===== src/rtl/core/sfcv_pkg.sv =====
// Package for the serial frame checksum validator.
// Holds the payload structs, the per-frame state struct and the framing constants.
// No dependencies.
`timescale 1ns / 1ps
`default_nettype none

package sfcv_pkg;

    localparam int unsigned MAX_FRAME_DEFAULT = 1024;
    localparam int unsigned LEN_W             = 11;

    localparam logic [7:0] BYTE_AA = 8'hAA;
    localparam logic [7:0] BYTE_BB = 8'hBB;
    localparam logic [7:0] BYTE_CC = 8'hCC;
    localparam logic [7:0] BYTE_DD = 8'hDD;
    localparam logic [7:0] BYTE_EE = 8'hEE;
    localparam logic [7:0] BYTE_55 = 8'h55;
    localparam logic [7:0] BYTE_56 = 8'h56;

    localparam logic [1:0] RULE_NONE       = 2'd0;
    localparam logic [1:0] RULE_ACK_NAK    = 2'd1;
    localparam logic [1:0] RULE_TERMINATOR = 2'd2;

    typedef struct packed {
        logic [7:0] data_byte;
        logic       last_byte;
    } sfcv_in_t;

    typedef struct packed {
        logic             frame_ok;
        logic [LEN_W-1:0] frame_length;
        logic [1:0]       matched_rule;
        logic             too_long;
    } sfcv_out_t;

    // Per-frame scan state; the width-dependent counters travel beside it.
    typedef struct packed {
        logic [7:0]      running_xor;
        logic [3:0][7:0] history;      // entry 0 is the newest byte
        logic            starts_ack_nak;
        logic            byte_four_special;
        logic            terminator_found;
    } sfcv_state_t;

endpackage : sfcv_pkg

`default_nettype wire


===== src/rtl/core/sfcv_eval.sv =====
// Per-byte evaluation logic of the serial frame checksum validator.
// Computes the next scan state and the frame verdict; depends on sfcv_pkg.
`timescale 1ns / 1ps
`default_nettype none

module sfcv_eval import sfcv_pkg::*; #(
    parameter int unsigned MAX_FRAME = MAX_FRAME_DEFAULT,
    parameter int unsigned CNT_W     = $clog2(MAX_FRAME + 2)
) (
    input  wire sfcv_state_t      state_i,
    input  wire logic [CNT_W-1:0] count_i,
    input  wire logic [CNT_W-1:0] found_len_i,
    input  wire sfcv_in_t         in_i,
    output sfcv_state_t           state_o,
    output logic [CNT_W-1:0]      count_o,
    output logic [CNT_W-1:0]      found_len_o,
    output sfcv_out_t             result_o
);

    localparam logic [CNT_W-1:0] MAX_C = CNT_W'(MAX_FRAME);

    always_comb begin
        logic [7:0]         b;
        logic               in_range;
        logic               sw_n;
        logic               b4_n;
        logic               plain;
        logic               hit;
        logic               found_n;
        logic [CNT_W-1:0]   flen_n;
        logic [CNT_W-1:0]   cnt_n;
        logic               short_len;
        logic [CNT_W+LEN_W-1:0] len_wide;
        logic [CNT_W+LEN_W-1:0] flen_wide;
        logic [CNT_W+LEN_W-1:0] max_wide;
        sfcv_state_t        upd;

        b        = in_i.data_byte;
        in_range = count_i <= MAX_C;

        sw_n = state_i.starts_ack_nak |
               (in_range && count_i == CNT_W'(1) && state_i.history[0] == BYTE_AA &&
                (b inside {BYTE_DD, BYTE_EE}));
        b4_n = state_i.byte_four_special |
               (in_range && count_i == CNT_W'(4) && (b inside {BYTE_55, BYTE_56}));

        plain = state_i.history[3] != BYTE_AA && state_i.history[2] != BYTE_BB;
        hit   = in_range && count_i >= CNT_W'(4) && count_i < MAX_C &&
                !state_i.terminator_found &&
                state_i.history[1] == BYTE_AA && state_i.history[0] == BYTE_CC &&
                (plain || b4_n) && b == state_i.running_xor;

        found_n = state_i.terminator_found | hit;
        flen_n  = hit ? count_i + CNT_W'(1) : found_len_i;
        cnt_n   = in_range ? count_i + CNT_W'(1) : count_i;

        upd.running_xor       = state_i.running_xor ^ b;
        upd.history           = {state_i.history[2:0], b};
        upd.starts_ack_nak    = sw_n;
        upd.byte_four_special = b4_n;
        upd.terminator_found  = found_n;

        // A verdict closes the frame, so the scan state starts afresh.
        if (in_i.last_byte) begin
            state_o     = '0;
            count_o     = '0;
            found_len_o = '0;
        end else begin
            state_o     = upd;
            count_o     = cnt_n;
            found_len_o = flen_n;
        end

        short_len = cnt_n == CNT_W'(5) || cnt_n == CNT_W'(6) ||
                    cnt_n == CNT_W'(8) || cnt_n == CNT_W'(9);
        len_wide  = {{LEN_W{1'b0}}, cnt_n};
        flen_wide = {{LEN_W{1'b0}}, flen_n};
        max_wide  = {{LEN_W{1'b0}}, MAX_C};

        result_o              = '0;
        result_o.matched_rule = RULE_NONE;
        result_o.frame_length = len_wide[LEN_W-1:0];
        if (cnt_n > MAX_C) begin
            // An over-long frame reports the maximum frame size as its length.
            result_o.too_long     = 1'b1;
            result_o.frame_length = max_wide[LEN_W-1:0];
        end else if (cnt_n > CNT_W'(4)) begin
            if (sw_n && short_len) begin
                if (b == state_i.running_xor) begin
                    result_o.frame_ok     = 1'b1;
                    result_o.matched_rule = RULE_ACK_NAK;
                end
            end else if (found_n) begin
                result_o.frame_ok     = 1'b1;
                result_o.matched_rule = RULE_TERMINATOR;
                result_o.frame_length = flen_wide[LEN_W-1:0];
            end
        end
    end

endmodule : sfcv_eval

`default_nettype wire


===== src/rtl/core/serial_frame_checksum_validator_top.sv =====
// Top level of the serial frame checksum validator.
// Holds the scan state and the result register; uses sfcv_pkg and sfcv_eval.
//
//  Channel | Direction | Handshake          | Payload
//  --------+-----------+--------------------+-----------------------------------------
//  s_      | in        | s_valid / s_ready  | sfcv_in_t: data_byte, last_byte
//  m_      | out       | m_valid / m_ready  | sfcv_out_t: frame_ok, frame_length,
//          |           |                    |   matched_rule, too_long
//
// The evaluation logic sits between the scan-state registers and the result
// register, and a byte is accepted in every cycle unless the input stalls.
// A verdict appears on m_ the cycle after the frame's last byte is accepted.
// Synchronous active-low reset clears the scan state and the result valid flag.
// The input stalls only while a verdict is held in the result register and the
// downstream side is not taking it.
`timescale 1ns / 1ps
`default_nettype none

module serial_frame_checksum_validator_top import sfcv_pkg::*; #(
    parameter int unsigned MAX_FRAME = MAX_FRAME_DEFAULT
) (
    input  wire logic      aclk,
    input  wire logic      aresetn,
    input  wire logic      s_valid,
    output logic           s_ready,
    input  wire sfcv_in_t  s_payload,
    output logic           m_valid,
    input  wire logic      m_ready,
    output sfcv_out_t      m_payload
);

    // The byte count saturates one past the maximum frame size, so that an
    // over-long frame is still recognised when its last byte arrives.
    localparam int unsigned CNT_W = $clog2(MAX_FRAME + 2);

    sfcv_state_t      state_reg, state_next;
    logic [CNT_W-1:0] count_reg, count_next;
    logic [CNT_W-1:0] found_len_reg, found_len_next;
    sfcv_out_t        result;
    logic             m_valid_reg;
    sfcv_out_t        m_payload_reg;
    logic             s_accept;

    // The result register parts the two sides: a new byte is taken whenever the
    // register is empty or its verdict leaves in this same cycle.
    assign s_ready  = !m_valid_reg || m_ready;
    assign s_accept = s_valid && s_ready;

    sfcv_eval #(
        .MAX_FRAME (MAX_FRAME),
        .CNT_W     (CNT_W)
    ) u_eval (
        .state_i     (state_reg),
        .count_i     (count_reg),
        .found_len_i (found_len_reg),
        .in_i        (s_payload),
        .state_o     (state_next),
        .count_o     (count_next),
        .found_len_o (found_len_next),
        .result_o    (result)
    );

    // Scan state advances only on an accepted transaction.
    always_ff @(posedge aclk) begin
        if (!aresetn) begin
            state_reg     <= '0;
            count_reg     <= '0;
            found_len_reg <= '0;
        end else if (s_accept) begin
            state_reg     <= state_next;
            count_reg     <= count_next;
            found_len_reg <= found_len_next;
        end
    end

    // Result register: loaded by the last byte of a frame, emptied when taken.
    always_ff @(posedge aclk) begin
        if (!aresetn) begin
            m_valid_reg <= 1'b0;
        end else if (s_accept && s_payload.last_byte) begin
            m_valid_reg <= 1'b1;
        end else if (m_ready) begin
            m_valid_reg <= 1'b0;
        end
    end

    always_ff @(posedge aclk) begin
        if (s_accept && s_payload.last_byte) begin
            m_payload_reg <= result;
        end
    end

    assign m_valid   = m_valid_reg;
    assign m_payload = m_payload_reg;

endmodule : serial_frame_checksum_validator_top

`default_nettype wire


===== config.mk =====
export PLATFORM = sky130hd
export DESIGN_NAME = serial_frame_checksum_validator_top
export DESIGN_NICKNAME = d
export VERILOG_FILES = /design/src/rtl/core/sfcv_pkg.sv /design/src/rtl/core/sfcv_eval.sv /design/src/rtl/core/serial_frame_checksum_validator_top.sv
export SDC_FILE = /design/constraint.sdc
export NUM_CORES = 1
export LEC_CHECK = 0
export CAP_MARGIN = 25
export CORE_MARGIN = 8
export CORE_UTILIZATION = 60
export CTS_BUF_LIST = sky130_fd_sc_hd__clkbuf_4 sky130_fd_sc_hd__clkbuf_8
export DETAILED_ROUTE_END_ITERATION = 7
export DONT_BUFFER_PORTS = 1
export GPL_TIMING_DRIVEN = 0
export PLACE_DENSITY = 0.76
export SLEW_MARGIN = 20
export SYNTH_ARGS = -nofsm -noshare
export SYNTH_HDL_FRONTEND = slang
export SYNTH_SLANG_ARGS = --single-unit

===== constraint.sdc =====
create_clock -name aclk -period 3.9 [get_ports aclk]
set_clock_uncertainty 0.15 [all_clocks]
set_input_delay 0.585 -clock aclk [delete_from_list [all_inputs] [get_ports aclk]]
set_output_delay 0.585 -clock aclk [all_outputs]
set_load 0.05 [all_outputs]

-- Word level (Yosys, flattened, before mapping)
Index checks and enable logic that the tools add are counted.
Widths: inputs -> output; s select.
- output and inout bits: 17
- bits in registers: 81
- logic and storage cells: 84
- bits of input ports: 13
- magnitude comparators: 5
- reduce and logical (&&, ||, !) cells: 27
- bitwise operators: 5
- equality and inequality tests: 16
- add/sub/neg operators: 1
- multiplexer cells: 15
- operator list (kind ; count):
    $mux 11 ; 5
    $mux 43 ; 1
    $eq 8x8->1 const B ; 5
    $eq 11x3->1 const B ; 3
    $eq 11x4->1 const B ; 2
    $eq 8x7->1 const B ; 2
    $logic_and 1x1->1 ; 16
    $ne 8x8->1 const B ; 2
    $mux 14 ; 1
    $mux 13 ; 1
    $add 11x1->11 const B ; 1
    $eq 11x1->1 const B ; 1
    $ge 11x3->1 const B ; 1
    $gt 11x11->1 const B ; 1
    $gt 11x3->1 const B ; 1
    $le 11x11->1 const B ; 1
    $lt 11x11->1 const B ; 1
    $eq 8x8->1 ; 1
    $xor 8x8->8 ; 1
    $mux 1 ; 6
    $reduce_bool 2->1 ; 3
    $logic_or 1x1->1 ; 5
    $or 1x1->1 ; 3
    $logic_not 1->1 ; 2
    other kinds (3) ; 3

-- Longest topological paths before layout
- depth after elaboration: 12
- mapped depth: 10
- mapped depth without buffers: 9

-- Hierarchy
Synthesis repeated with hierarchy kept, for this count alone.
- cell total of the unflattened synthesis: 567
- area, all modules: 4863.4 um2
- modules (own cells, without submodules) (module ; cells each ; area each (um2) ; times used ; seq. area each (um2)):
    serial_frame_checksum_validator_top ; 303 ; 3089.2 ; 1 ; 1771.7
    sfcv_eval ; 264 ; 1774.2 ; 1 ; 0.0

-- Worst setup path after synthesis
Ideal clock, no wire load.
- path kind: register to register
- start point: reg count_reg[0]
- end point: reg m_payload_reg (netlist bit m_payload[14]), data pin
- arrival: 2369 ps
- required time: 3496 ps
- buffers on the path: 1
- library setup time: 254 ps
- slack: 1127 ps
- clock period less this slack: 2773 ps
- cell stages (with the launch flop): 10
- cells stage by stage: dfxtp_1 clkbuf_1 inv_1 ha_1 a31o_2 a41o_1 a221oi_2 o211a_1 nor2_1 a21o_1
- word-level cells in the longest chain between the ends: 11
- elaborated cells on any way between the ends: 37
- classes of those cells: 1 x add/sub; 5 x order compare; 6 x eq/ne; 3 x mux; 4 x bitwise; 18 x reduce/logical
- RTL lines (what ; RTL line ; source):
    from (decl) ; serial_frame_checksum_validator_top.sv:37 ; logic [CNT_W-1:0] count_reg, count_next;
    from (signal assigned) ; serial_frame_checksum_validator_top.sv:71 ; count_reg <= count_next;
    parallel branches: the longest is 11 deep, another holds $add 11x1->11 ; n/a ;
    to (signal assigned) ; serial_frame_checksum_validator_top.sv:89 ; m_payload_reg <= result;
    to (decl) ; serial_frame_checksum_validator_top.sv:41 ; sfcv_out_t m_payload_reg;
Parallel ways; which one is timed is not known.
A chain may end at the register's enable or synchronous reset.

-- Worst setup path in the final report
- start point: reg count_reg[0]
- end point: reg m_payload_reg (netlist bit m_payload[3]), data pin
- word-level cells in the longest chain between the ends: 12
- elaborated cells on any way between the ends: 37
- classes of those cells: 1 x add/sub; 5 x order compare; 6 x eq/ne; 5 x mux; 3 x bitwise; 17 x reduce/logical
- RTL lines (what):
    parallel branches: the longest is 12 deep, another holds $add 11x1->11
Parallel ways; which one is timed is not known.

==> run_results.csv <==
group,metric,value,unit
clock_tree,clock_path_buffers,2,
synthesis,synthArstFlopShare,0,%
grt,antenna_found_initial,0,
placement,post-place-ws,646,ps
critical_path,cp-end-kind,"flip-flop",
worst_hold_path,hold_path_class,"primary input to flip-flop",
timing,finalMaxSlewViolations,0,
clock_tree,clkSlewWorstSetupHoldPaths,80,ps
power_and_ir_drop,vdd_drop_max,0.245,mV
route,drtPass1Iterations,5,
timing,layout_setup_ws,515,ps
critical_path,crit_path_top_delay_cell,"dfxtp_1",
route,drc_errors,0,
grt,grt_max_degree,16,
timing,fin_setup_tns,0,ps
power_and_ir_drop,p_clk_share,37.6,%
cells_and_area,drive_above_1_share,9.49,%
synthesis,syn_area_per_cell,8.93,sq um
critical_path,cp_num_buf_inv,2,
die,io_pins,30,
synthesis,yosys-top-cells-area,"dfxtp_1 30%, edfxtp_1 10%, a21boi_0 6.2%",
clock_tree,cts_buffers,9,
clock_tree,root_buffer,"clkbuf_8",
worst_hold_path,hold_depth,2,
critical_path,cpPeakStageDelay,510,ps
grt,gr-total-overflow,0,
critical_path,startpoint_type,"flip-flop",
timing,fmax,295,MHz
timing,fin_crit,3380,ps
route,ant_nets,0,
critical_path,critPathMaxFanout,10,
clock_tree,cts_repair_resize_count,0,
synthesis,synth_commonest_cells,"66 x dfxtp_1, 66 x nand2_1, 36 x a21boi_0, 27 x o21ai_0, 25 x clkbuf_1",
timing,setup-violations-final,0,
power_and_ir_drop,share_comb_of_total_power,6.9,%
power_and_ir_drop,power.density,345,nW/um^2
clock_tree,clock_latency,350,ps
flow_run,cap_violations,0,
route,vias_per_cell,6.17,
critical_path,required,3920,ps
power_and_ir_drop,p_int,1210,uW
cells_and_area,fillerInstances,617,
route,wire_per_inst,18.1,microns
clock_tree,htreeDepth,3,
synthesis,ys_ff_latch,81,
synthesis,yosysWarnings,0,
placement,dpl.hpwl,8050,microns
clock_tree,post-cts-setup-buffers,0,
clock_tree,tritoncts,"yes",
cells_and_area,largest_reg_flops,43,
placement,routabilityCongestion,0.921,
synthesis,synthCells,490,
clock_tree,hold_buffers,0,
critical_path,reg2reg_depth,9,
clock_tree,cts.sinks,81,
timing,hold_violations,0,
cells_and_area,areaGrowthSynthToFinish,7.29,%
cells_and_area,num_antenna_cells,0,
cells_and_area,final_core_util,65.4,%
power_and_ir_drop,p_leak,0.00161,uW
die,die_h,101,microns
grt,grtUsageTotal,22.0,%
synthesis,synth_top_area_share,30.2,%
synthesis,synth_area_leader_cell,"dfxtp_1",
critical_path,crit_type,"flip-flop to flip-flop",
power_and_ir_drop,p_switching,405,uW
die,fp-row-count,31,
route,totalWireLength,11000,microns
outcome,status,"finished, final reports clean",
synthesis,synth_nets,506,
critical_path,crit_arrival,3400,ps
power_and_ir_drop,design_power_total,1620,uW
cells_and_area,multi_input_area,2410,sq um
critical_path,path_delay_family,"compound AO/OA/AOI/OAI gates",
timing,worst_pin_slew,661,ps
synthesis,synth_edf_count,15,
power_and_ir_drop,swShare,25.0,%
route,routed-via-count,3734,
die,core,7180,sq um
grt,grt_pass1_vias,3544,
power_and_ir_drop,p_seq_share,55.5,%
synthesis,synth.distinct_cells,58,
timing,fin_crit_sh,86.8,%
grt,grt_pass1_wl,17800,microns
timing,rsz0062_at_grt,"no",
synthesis,seq_area_frac_synth,40.5,%
die,initial_core_util,61.0,%
route,drtIter0Drc,310,
die,die_area,10300,sq um
placement,portBuffers,0,
timing,relSlewSlack,55.9,%
critical_path,crit_chain,"clkbuf_1 -> inv_1 -> ha_1 -> a31o_2 -> a41o_1 -> a221oi_2 -> o211a_1 -> nor2_1 -> o31ai_1",
critical_path,path_depth,9,
cells_and_area,final_nets,517,
timing,hold_slack,252,ps
synthesis,synth_ff_type,"dfxtp_1",
synthesis,synth_area,4370,sq um
cells_and_area,regArea,1770,sq um
die,die_w,101,microns
[placed cells by master (no fill, tap or decap), drive strengths merged, types with 4 or more instances in the layout]
master,Yosys,layout
a21boi,36,36
nor2,25,25
clkbuf,25,36
nand3b,24,24
nor4,7,7
o31ai,6,6
dfxtp,66,66
mux2,11,11
a211oi,7,7
nand4,6,6
nor2b,16,16
edfxtp,15,15
inv,7,7
a21oi,12,12
buf,13,13
and2,13,13
nor4bb,8,8
xnor2,9,9
nand2,67,67
nand3,9,9
nor3,10,10
xor2,18,18
clkinv,0,4
a22oi,11,11
and3,4,4
o21ai,27,27
[through the flow]
stage	cell area (sq um)	std cells
4_1_cts	4690	605
3_5_place_dp	4500	589
2_1_floorplan	4370	490
3_3_place_gp	4500	589
5_1_grt	4690	605
6_report	4690	605
[cell type report]
| type | instances | share of cell area, % |
|---|---|---|
| clock buffers | 11 | 2.96 |
| flip-flops and latches | 81 | 37.7 |
| plain buffers | 38 | 3.60 |
| well taps | 99 | 2.64 |
| multi-input cells | 364 | 51.3 |
| clock inverters | 5 | 1.20 |
| inverters | 7 | 0.560 |
[path summary, 6_finish.rpt]
check	startpoint	end	slack (ps)
setup / recovery	count_reg[0]	m_payload[3]	520
hold / removal	s_payload[3]	state_reg[5]	250
setup reg to reg	count_reg[0]	m_payload[3]	520
hold reg to reg	state_reg[2]	state_reg[2]	310
[power by group through the flow]
stage,Combinational (uW),Sequential [uW],Clock (uW)
finish,111,897,609
global route,121,899,656
CTS,109,898,620
detailed placement,108,917,0
global placement,107,917,0
floorplan,78.9,913,0
[worst reg2reg max path: stages (launching register included)]
cell and delay, ps:
dfxtp_1 510, clkbuf_1 420, inv_1 160, ha_1 260, a31o_2 240, a41o_1 240, a221oi_2 410, o211a_1 380
nor2_1 150, o31ai_1 290
[kinds of logic (layout without fill, tap and decap cells)]
family	after synthesis	count (layout)	synth area share (%)
mux	11	11	3.18
xor+xnor	27	27	5.41
simple gates	208	208	27.0
fa+ha+maj	3	3	0.858
buf+inv	45	61	4.46
flops	81	81	40.5
compound gates	115	115	18.6
[per-layer routing]
layer  up-vias  wire length, microns  track usage [%]
met3        25                   636             4.81
met5         -                     0                0
li1       1786                     -                -
met4         0                   315             8.93
met2       136                  5240             36.8
met1      1787                  4760             26.9
No activity file was read; power rests on OpenSTA's default activity.
